File: src/sv/upsmp_pkg.sv
// Shared types and constants for the horizontal 1331 upsampler.
package upsmp_pkg;

    localparam int PIXEL_BITS = 16;
    localparam int SUM_BITS   = PIXEL_BITS + 3;
    localparam int AVG_BITS   = PIXEL_BITS + 1;

    localparam int QDEPTH  = 2;
    localparam int QPTR_W  = (QDEPTH > 1) ? $clog2(QDEPTH) : 1;
    localparam int QCNT_W  = $clog2(QDEPTH + 1);

    localparam int ADDR_W  = 3;
    localparam int DATA_W  = 32;

    localparam logic       REG_SAT_THRESHOLD = 1'b0;
    localparam logic       REG_SAT_AWARE     = 1'b1;

    localparam logic [1:0] ROW_FULL  = 2'd3;
    localparam logic [1:0] ROW_TWO   = 2'd2;

    localparam logic [1:0] RUN_ONE   = 2'd1;
    localparam logic [1:0] RUN_TWO   = 2'd2;
    localparam logic [1:0] RUN_THREE = 2'd3;

    localparam logic [1:0] SEL_ORIG  = 2'd0;
    localparam logic [1:0] SEL_INTERP = 2'd1;
    localparam logic [1:0] SEL_TAIL  = 2'd2;

    typedef struct packed {
        logic [PIXEL_BITS-1:0] threshold;
        logic                  aware;
    } t_cfg;

    typedef struct packed {
        logic [PIXEL_BITS-1:0] pix_a;
        logic [PIXEL_BITS-1:0] pix_b;
        logic [PIXEL_BITS-1:0] pix_c;
        logic [1:0]            n;
        logic                  eor;
        logic                  eof;
    } t_job;

endpackage

File: src/sv/upsmp_cfg.sv
// Configuration register file behind the APB-style port.
module upsmp_cfg
    import upsmp_pkg::*;
(
    input  logic              i_clk,
    input  logic              i_rst_n,
    input  logic              psel,
    input  logic              penable,
    input  logic              pwrite,
    input  logic [ADDR_W-1:0] paddr,
    input  logic [DATA_W-1:0] pwdata,
    output logic [DATA_W-1:0] prdata,
    output logic              pready,
    output t_cfg              o_cfg
);

    t_cfg r_cfg;
    t_cfg n_cfg;
    logic wr_en;

    assign pready = 1'b1;
    assign wr_en  = psel & penable & pwrite & pready;

    always_comb begin
        n_cfg = r_cfg;
        if (wr_en) begin
            case (paddr[2])
                REG_SAT_THRESHOLD: n_cfg.threshold = pwdata[PIXEL_BITS-1:0];
                REG_SAT_AWARE:     n_cfg.aware     = pwdata[0];
                default:           n_cfg           = r_cfg;
            endcase
        end
    end

    always_ff @(posedge i_clk) begin
        if (!i_rst_n) begin
            r_cfg.threshold <= '1;
            r_cfg.aware     <= 1'b1;
        end else begin
            r_cfg <= n_cfg;
        end
    end

    always_comb begin
        case (paddr[2])
            REG_SAT_THRESHOLD: prdata = DATA_W'(r_cfg.threshold);
            REG_SAT_AWARE:     prdata = DATA_W'(r_cfg.aware);
            default:           prdata = '0;
        endcase
    end

    assign o_cfg = r_cfg;

endmodule

File: src/sv/upsmp_front.sv
// Front end: window, saturation flags, row position and job classification.
module upsmp_front
    import upsmp_pkg::*;
(
    input  logic                  i_clk,
    input  logic                  i_rst_n,
    input  t_cfg                  i_cfg,
    input  logic                  i_valid,
    input  logic [PIXEL_BITS-1:0] i_pixel,
    input  logic                  i_eor,
    input  logic                  i_eof,
    input  logic                  i_full,
    output logic                  o_ready,
    output logic                  o_push,
    output t_job                  o_job
);

    logic [PIXEL_BITS-1:0] r_win [3];
    logic [2:0]            r_sat;
    logic [1:0]            r_pos;
    logic [1:0]            n_pos;

    logic                  accept;
    logic                  eor;
    logic                  s3;
    logic [SUM_BITS-1:0]   sum;
    logic [SUM_BITS-1:0]   sum_rnd;
    logic [AVG_BITS-1:0]   avg;
    logic [PIXEL_BITS-1:0] interp;
    logic [3:0]            sat_bits;

    assign o_ready = !i_full;
    assign accept  = i_valid & o_ready;
    assign eor     = i_eor | i_eof;
    assign s3      = (i_pixel >= i_cfg.threshold);

    assign sum = SUM_BITS'(r_win[0]) + SUM_BITS'({r_win[1], 1'b0}) + SUM_BITS'(r_win[1])
               + SUM_BITS'({r_win[2], 1'b0}) + SUM_BITS'(r_win[2]) + SUM_BITS'(i_pixel);
    assign sum_rnd  = sum + SUM_BITS'(4);
    assign avg      = AVG_BITS'(r_win[1]) + AVG_BITS'(r_win[2]) + AVG_BITS'(1);
    assign sat_bits = {s3, r_sat};

    always_comb begin
        if (!i_cfg.aware) begin
            interp = sum[SUM_BITS-1:3];
        end else if (sat_bits == 4'd0) begin
            interp = sum_rnd[SUM_BITS-1:3];
        end else begin
            case (sat_bits[2:1])
                2'b00:   interp = avg[AVG_BITS-1:1];
                2'b01:   interp = r_win[2];
                2'b10:   interp = r_win[1];
                default: interp = i_cfg.threshold;
            endcase
        end
    end

    always_comb begin
        o_job.pix_a = r_win[1];
        o_job.pix_b = interp;
        o_job.pix_c = r_win[2];
        o_job.eor   = eor;
        o_job.eof   = i_eof;
        o_job.n     = 2'd0;
        if (r_pos == ROW_FULL) begin
            o_job.n = eor ? RUN_THREE : RUN_TWO;
        end else if (eor) begin
            o_job.n     = RUN_ONE;
            o_job.pix_a = (r_pos == ROW_TWO) ? r_win[2] : i_pixel;
        end
    end

    assign o_push = accept & (o_job.n != 2'd0);

    always_comb begin
        if (eor) begin
            n_pos = 2'd0;
        end else if (r_pos != ROW_FULL) begin
            n_pos = r_pos + 2'd1;
        end else begin
            n_pos = r_pos;
        end
    end

    always_ff @(posedge i_clk) begin
        if (!i_rst_n) begin
            r_win[0] <= '0;
            r_win[1] <= '0;
            r_win[2] <= '0;
            r_sat    <= '0;
            r_pos    <= '0;
        end else if (accept) begin
            r_win[0] <= r_win[1];
            r_win[1] <= r_win[2];
            r_win[2] <= i_pixel;
            r_sat    <= {s3, r_sat[2:1]};
            r_pos    <= n_pos;
        end
    end

endmodule

File: src/sv/upsmp_fifo.sv
// Short job queue between the front end and the output sequencer.
module upsmp_fifo
    import upsmp_pkg::*;
(
    input  logic i_clk,
    input  logic i_rst_n,
    input  logic i_push,
    input  t_job i_job,
    input  logic i_pop,
    output logic o_full,
    output logic o_empty,
    output t_job o_head
);

    t_job              mem [QDEPTH];
    logic [QPTR_W-1:0] r_wr;
    logic [QPTR_W-1:0] r_rd;
    logic [QCNT_W-1:0] r_cnt;
    logic              do_push;
    logic              do_pop;

    assign o_full  = (r_cnt == QCNT_W'(QDEPTH));
    assign o_empty = (r_cnt == '0);
    assign do_push = i_push & !o_full;
    assign do_pop  = i_pop & !o_empty;
    assign o_head  = mem[r_rd];

    always_ff @(posedge i_clk) begin
        if (do_push) begin
            mem[r_wr] <= i_job;
        end
    end

    always_ff @(posedge i_clk) begin
        if (!i_rst_n) begin
            r_wr  <= '0;
            r_rd  <= '0;
            r_cnt <= '0;
        end else begin
            if (do_push) begin
                r_wr <= (r_wr == QPTR_W'(QDEPTH - 1)) ? '0 : r_wr + QPTR_W'(1);
            end
            if (do_pop) begin
                r_rd <= (r_rd == QPTR_W'(QDEPTH - 1)) ? '0 : r_rd + QPTR_W'(1);
            end
            case ({do_push, do_pop})
                2'b10:   r_cnt <= r_cnt + QCNT_W'(1);
                2'b01:   r_cnt <= r_cnt - QCNT_W'(1);
                default: r_cnt <= r_cnt;
            endcase
        end
    end

endmodule

File: src/sv/upsmp_back.sv
// Output sequencer: unrolls each job into its samples behind an output register.
module upsmp_back
    import upsmp_pkg::*;
(
    input  logic                  i_clk,
    input  logic                  i_rst_n,
    input  logic                  i_empty,
    input  t_job                  i_head,
    output logic                  o_pop,
    input  logic                  i_ready,
    output logic                  o_valid,
    output logic [PIXEL_BITS-1:0] o_pixel,
    output logic                  o_interp,
    output logic                  o_last_run,
    output logic                  o_row_done,
    output logic                  o_frame_done
);

    logic                  r_valid;
    logic [PIXEL_BITS-1:0] r_pixel;
    logic                  r_interp;
    logic                  r_last_run;
    logic                  r_row_done;
    logic                  r_frame_done;
    logic [1:0]            r_idx;

    logic                  slot_free;
    logic                  load;
    logic                  is_last;
    logic [PIXEL_BITS-1:0] sel_pix;
    logic                  sel_interp;

    assign slot_free = !r_valid | i_ready;
    assign load      = slot_free & !i_empty;
    assign is_last   = (r_idx == (i_head.n - 2'd1));
    assign o_pop     = load & is_last;

    always_comb begin
        case (r_idx)
            SEL_ORIG: begin
                sel_pix    = i_head.pix_a;
                sel_interp = 1'b0;
            end
            SEL_INTERP: begin
                sel_pix    = i_head.pix_b;
                sel_interp = 1'b1;
            end
            SEL_TAIL: begin
                sel_pix    = i_head.pix_c;
                sel_interp = 1'b0;
            end
            default: begin
                sel_pix    = i_head.pix_c;
                sel_interp = 1'b0;
            end
        endcase
    end

    always_ff @(posedge i_clk) begin
        if (!i_rst_n) begin
            r_valid <= 1'b0;
            r_idx   <= '0;
        end else begin
            if (load) begin
                r_valid <= 1'b1;
                r_idx   <= is_last ? 2'd0 : r_idx + 2'd1;
            end else if (i_ready) begin
                r_valid <= 1'b0;
            end
        end
    end

    always_ff @(posedge i_clk) begin
        if (load) begin
            r_pixel      <= sel_pix;
            r_interp     <= sel_interp;
            r_last_run   <= is_last;
            r_row_done   <= is_last & i_head.eor;
            r_frame_done <= is_last & i_head.eof;
        end
    end

    assign o_valid      = r_valid;
    assign o_pixel      = r_pixel;
    assign o_interp     = r_interp;
    assign o_last_run   = r_last_run;
    assign o_row_done   = r_row_done;
    assign o_frame_done = r_frame_done;

endmodule

File: src/sv/horizontal_1331_upsampler_unit.sv
// Horizontal 2x upsampler with a (1,3,3,1)/8 kernel, top level.
// A pixel request is taken whenever the two-entry job queue has room; the
// front end updates the window and builds the whole job for that pixel at
// once. The output register sends one sample per cycle while the receiver is
// ready, so the output port sets the sustained pixel rate; a pixel yields at
// most two samples, and a row-end pixel up to three. The first sample of an
// accepted pixel passes through the job queue entry and then the output
// register. In rows of four pixels or more the first and last pixels are
// dropped; a shorter row yields one sample.
module horizontal_1331_upsampler_unit
    import upsmp_pkg::*;
(
    input  logic                  i_clk,
    input  logic                  i_rst_n,
    input  logic                  s_tvalid,
    output logic                  s_tready,
    input  logic [PIXEL_BITS-1:0] s_tdata,   // [15:0] pixel
    input  logic                  s_tlast,   // end_of_row
    input  logic                  s_tuser,   // [0] end_of_frame
    output logic                  m_tvalid,
    input  logic                  m_tready,
    output logic [PIXEL_BITS-1:0] m_tdata,   // [15:0] out_pixel
    output logic                  m_tlast,   // row_done
    output logic [2:0]            m_tuser,   // [0] is_interpolated, [1] last_of_run,
                                             // [2] frame_done
    input  logic                  psel,
    input  logic                  penable,
    input  logic                  pwrite,
    input  logic [ADDR_W-1:0]     paddr,
    input  logic [DATA_W-1:0]     pwdata,
    output logic [DATA_W-1:0]     prdata,
    output logic                  pready
);

    t_cfg cfg;
    t_job push_job;
    t_job head_job;
    logic push;
    logic pop;
    logic full;
    logic empty;

    upsmp_cfg u_cfg (
        .i_clk   (i_clk),
        .i_rst_n (i_rst_n),
        .psel    (psel),
        .penable (penable),
        .pwrite  (pwrite),
        .paddr   (paddr),
        .pwdata  (pwdata),
        .prdata  (prdata),
        .pready  (pready),
        .o_cfg   (cfg)
    );

    upsmp_front u_front (
        .i_clk   (i_clk),
        .i_rst_n (i_rst_n),
        .i_cfg   (cfg),
        .i_valid (s_tvalid),
        .i_pixel (s_tdata),
        .i_eor   (s_tlast),
        .i_eof   (s_tuser),
        .i_full  (full),
        .o_ready (s_tready),
        .o_push  (push),
        .o_job   (push_job)
    );

    upsmp_fifo u_fifo (
        .i_clk   (i_clk),
        .i_rst_n (i_rst_n),
        .i_push  (push),
        .i_job   (push_job),
        .i_pop   (pop),
        .o_full  (full),
        .o_empty (empty),
        .o_head  (head_job)
    );

    upsmp_back u_back (
        .i_clk        (i_clk),
        .i_rst_n      (i_rst_n),
        .i_empty      (empty),
        .i_head       (head_job),
        .o_pop        (pop),
        .i_ready      (m_tready),
        .o_valid      (m_tvalid),
        .o_pixel      (m_tdata),
        .o_interp     (m_tuser[0]),
        .o_last_run   (m_tuser[1]),
        .o_row_done   (m_tlast),
        .o_frame_done (m_tuser[2])
    );

endmodule

File: config.mk
export PLATFORM = sky130hd
export DESIGN_NAME = horizontal_1331_upsampler_unit
export DESIGN_NICKNAME = d
export VERILOG_FILES = /design/src/sv/upsmp_pkg.sv /design/src/sv/upsmp_cfg.sv /design/src/sv/upsmp_front.sv /design/src/sv/upsmp_fifo.sv /design/src/sv/upsmp_back.sv /design/src/sv/horizontal_1331_upsampler_unit.sv
export SDC_FILE = /design/constraint.sdc
export NUM_CORES = 1
export LEC_CHECK = 0
export ABC_CLOCK_PERIOD_IN_PS = 7600
export BUFFER_PORTS_ARGS = -buffer_cell sky130_fd_sc_hd__buf_2
export CAP_MARGIN = 20
export CORE_ASPECT_RATIO = 0.8
export CORE_MARGIN = 4
export CORE_UTILIZATION = 58
export DETAILED_ROUTE_END_ITERATION = 16
export HOLD_SLACK_MARGIN = 0.1
export PLACE_DENSITY = 0.78
export SLEW_MARGIN = 20
export SYNTH_ARGS = -nofsm -noshare
export SYNTH_HDL_FRONTEND = slang
export SYNTH_SLANG_ARGS = --single-unit
File: constraint.sdc
create_clock -name i_clk -period 7.6 [get_ports i_clk]
set_clock_uncertainty 0.05 [all_clocks]
set_input_delay 0.76 -clock i_clk [delete_from_list [all_inputs] [get_ports i_clk]]
set_output_delay 0.76 -clock i_clk [all_outputs]
set_load 0.05 [all_outputs]
==> results.toml <==
[sta]
period_needed_ns = 7.04
hold_viol = 0
tightestPinTransition_ns = 1.03
hold_ws_ns = 0.431
setup_tns_ns = 0
finalMaxSlewViolations = 0
finalWorstSetupSlack_ns = 0.563
relSlewSlack_pct = 31.5
max_freq_mhz = 142
grt_setup_unrepaired = "no"
setup_viol = 0
min_period_over_period_pct = 92.6

[clock_tree]
cts_setup_buffers = 0
clock_latency_ns = 0.44
cts_resized = 0
hold_buffers = 0
cts.path.max_buffers = 2
clockRootBuffer = "clkbuf_16"
htree_levels = 4
cts_tree = "done"
path_clk_slew_ns = 0.08
cts_sinks = 200
cts_buffers = 17

[synth]
async_reset_ff_share_pct = 0
yosysWarnings = 0
synth_area_leaders = "edfxtp_1 40%, fa_1 7.6%, ha_1 7.0%"
synthFlopType = "edfxtp_1"
synth_top_area_cell = "edfxtp_1"
synth_seq_area_share_pct = 44.2
synth_cells = 1200
synth_top_area_share_pct = 39.5
synth_cell_types = 73
syn_area_um2 = 12900
synth-edff-count = 170
syn_avg_cell_area_um2 = 10.8
synth-seq-cells = 200

[worst_setup_path]
cp.depth = 23
crit_start = "u_front.r_win[0][16]"
cp_common_cell = "fa_1"
r2r_slack_ns = 0.56
path_buf_inv = 3
slowest_delay_ns = 0.59
rr_worst_depth = 23
cpLargestDelayFamily = "adder cells"
cp_data_required_time_ns = 7.80
critPathLaunchType = "register"
path_cells = "ha_1 -> inv_1 -> fa_1 -> nor2b_1 -> o21ai_0 -> a21boi_0 -> o21ai_0 -> nor2b_1 -> xnor2_1 -> fa_1 -> fa_1 -> inv_1 -> fa_1 -> inv_1 -> ha_1 -> and3_1 -> a221oi_2 -> o21a_1 -> o311ai_0 -> a211oi_2 -> nor4b_2 -> a41oi_1 -> o211ai_1"
crit_slowest_cell = "a221oi_2"
r2r-end = "u_fifo.mem[1][34]"
cp.arrival_ns = 7.24
reg2reg_from = "u_front.r_win[0][16]"
crit_fanout = 12
crit_type = "register to register"
cp-end-kind = "register"
crit_path_end = "u_fifo.mem[1][34]"

[global_route]
groute.usage.overall_pct = 24.5
antenna_found_initial = 0
grt_pass1_wl_mm = 47.6
grt_max_degree = 52
grt_pass1_vias = 9076
overflow = 0

[detailed_routing]
drtAntennaViolNets = 0
routedWlPerCell_um = 18.9
drcViolationCount = 0
drt-total-wl_mm = 29.7
dr.pass1.iters = 6
drtIter0Drc = 816
vias = 9511
via_per_inst = 6.06

[floorplan]
start_util_pct = 59.4
dieArea_um2 = 24700
die_h_um = 141
die_x_um = 175
num_rows = 48
ios = 115
core_region_area_um2 = 21700

[placed_design]
port_buffers = 79
placed_cells = 1537
place_ws_ns = 0.652
dpl.hpwl_mm = 21.9
place_congestion = 0.944

[cells_and_area]
antenna_cells = 0
final_cells = 1569
final_nets = 1437
mostFrequentLayoutCells = "170 x edfxtp_1, 118 x inv_1, 85 x nand2_1, 79 x buf_2, 72 x ha_1"
flow.area_growth_from_synthesis_pct = 9.49
final_util_pct = 65.0
multiInputGateArea_um2 = 6510
final_common_cell = "edfxtp_1"
drive_gt1_share_pct = 12.8
nFillCells = 1733
regArea_um2 = 5710

[pwr]
intPower_uw = 3760
ir_worst_vdd_mv = 0.262
leakage_uw = 0.00580
netSwitchingFraction_pct = 47.4
p_per_area_nw_per_um2 = 506
pwr-share-comb_pct = 62.1
netSwitchingPower_uw = 3390
seq_power_share_pct = 25.0
pwr-share-clk_pct = 13.0

[outcome]
outcome = "complete, no violations"

[min_path]
whs_path_depth = 2
worstHoldPathType = "register to register"

[run]
maxCapViolCount = 0
## through the flow
stage               power [uW]  instance area (um^2)
finish                    7150                 14100
global route              7750                 14100
CTS                       7110                 14100
detailed placement        6150                 13500
global placement          6050                 13500
floorplan                 5250                 13000
## synthesized netlist by cell type, types with 4 or more instances
cell,number
inv_1,118
a22o_1,18
ha_1,72
and3_1,13
o21ai_0,55
o22ai_1,4
nand2_1,86
dfxtp_1,30
a2111oi_0,5
a22oi_1,20
a21oi_1,33
nor2_1,61
a21o_1,16
o31ai_1,7
a211oi_1,29
nor3_1,31
clkbuf_1,45
o211ai_1,24
fa_1,49
buf_4,20
xor2_1,8
or2_2,6
a21boi_0,5
mux4_2,12
nand2b_1,5
nor2b_1,7
a31oi_1,25
edfxtp_1,170
nor3b_1,6
buf_2,4
o21a_1,9
and2_1,60
nor4_1,5
nand4_1,5
or3_1,13
xnor2_1,24
nand3_1,17
mux2i_1,25
## worst register-to-register path: stages (launching register included)
cell,delay [ns]
edfxtp_1,0.52
ha_1,0.23
inv_1,0.06
fa_1,0.40
nor2b_1,0.12
o21ai_0,0.11
a21boi_0,0.26
o21ai_0,0.20
nor2b_1,0.19
xnor2_1,0.19
fa_1,0.47
fa_1,0.51
inv_1,0.05
fa_1,0.49
inv_1,0.04
ha_1,0.43
and3_1,0.25
a221oi_2,0.59
o21a_1,0.29
o311ai_0,0.23
a211oi_2,0.42
nor4b_2,0.31
a41oi_1,0.17
o211ai_1,0.25
## logic make-up (layout without fill, tap and decap cells)
| kind of cell | after synthesis | count (layout) | synth area share (%) |
|---|---|---|---|
| other cells | 2 | 17 | 0.0582 |
| buf+inv | 188 | 242 | 6.09 |
| fa+ha+maj | 121 | 121 | 14.6 |
| xor+xnor | 32 | 32 | 2.17 |
| flops | 200 | 200 | 44.2 |
| compound gates | 292 | 292 | 15.9 |
| simple gates | 327 | 327 | 12.9 |
| mux | 38 | 38 | 4.12 |
## flip-flops by register name, indices dropped and copies added (netlist names), 2 cells and up, named ones only
register and flops:
u_front.r_win 48, u_back.o_pixel 16, u_fifo.mem 102, u_front.r_pos 2
u_fifo.r_cnt 2, u_cfg.o_cfg 17, u_back.r_idx 2, u_front.r_sat 3
## area by class of cell
cell class | count | share of cell area [%]
clock buffers | 17 | 3.01
clock inverters | 15 | 1.33
inverters | 118 | 3.13
multi-input cells | 827 | 46.0
flip-flops and latches | 200 | 40.4
well taps | 300 | 2.66
repair buffers | 92 | 3.49
## metal layers
metal  wire length [um]  GRT usage [%]
met4                253           5.29
met5                  0              0
met3               2380           4.79
met2              13000           36.7
met1              14000           37.4
## power groups by stage
stage / clock network [uW] / registers [uW] / logic [uW]
floorplan: 0 / 1940 / 3300
global placement: 0 / 1800 / 4260
detailed placement: 0 / 1810 / 4340
CTS: 936 / 1790 / 4390
global route: 988 / 1810 / 4950
finish: 927 / 1790 / 4440
## worst min-delay path by stage
stage,startpoint,endpoint,slack (ns)
2_1_floorplan,u_front.r_sat[0],u_front.r_sat[0],0.40
3_3_place_gp,u_front.r_sat[0],u_front.r_sat[0],0.42
3_5_place_dp,u_front.r_sat[0],u_front.r_sat[0],0.43
4_1_cts,u_front.r_sat[0],u_front.r_sat[0],0.44
5_1_grt,s_tuser,u_fifo.mem[1][0],0.46
6_report,u_front.r_sat[0],u_front.r_sat[0],0.43
(Power assumes the default switching activity.)
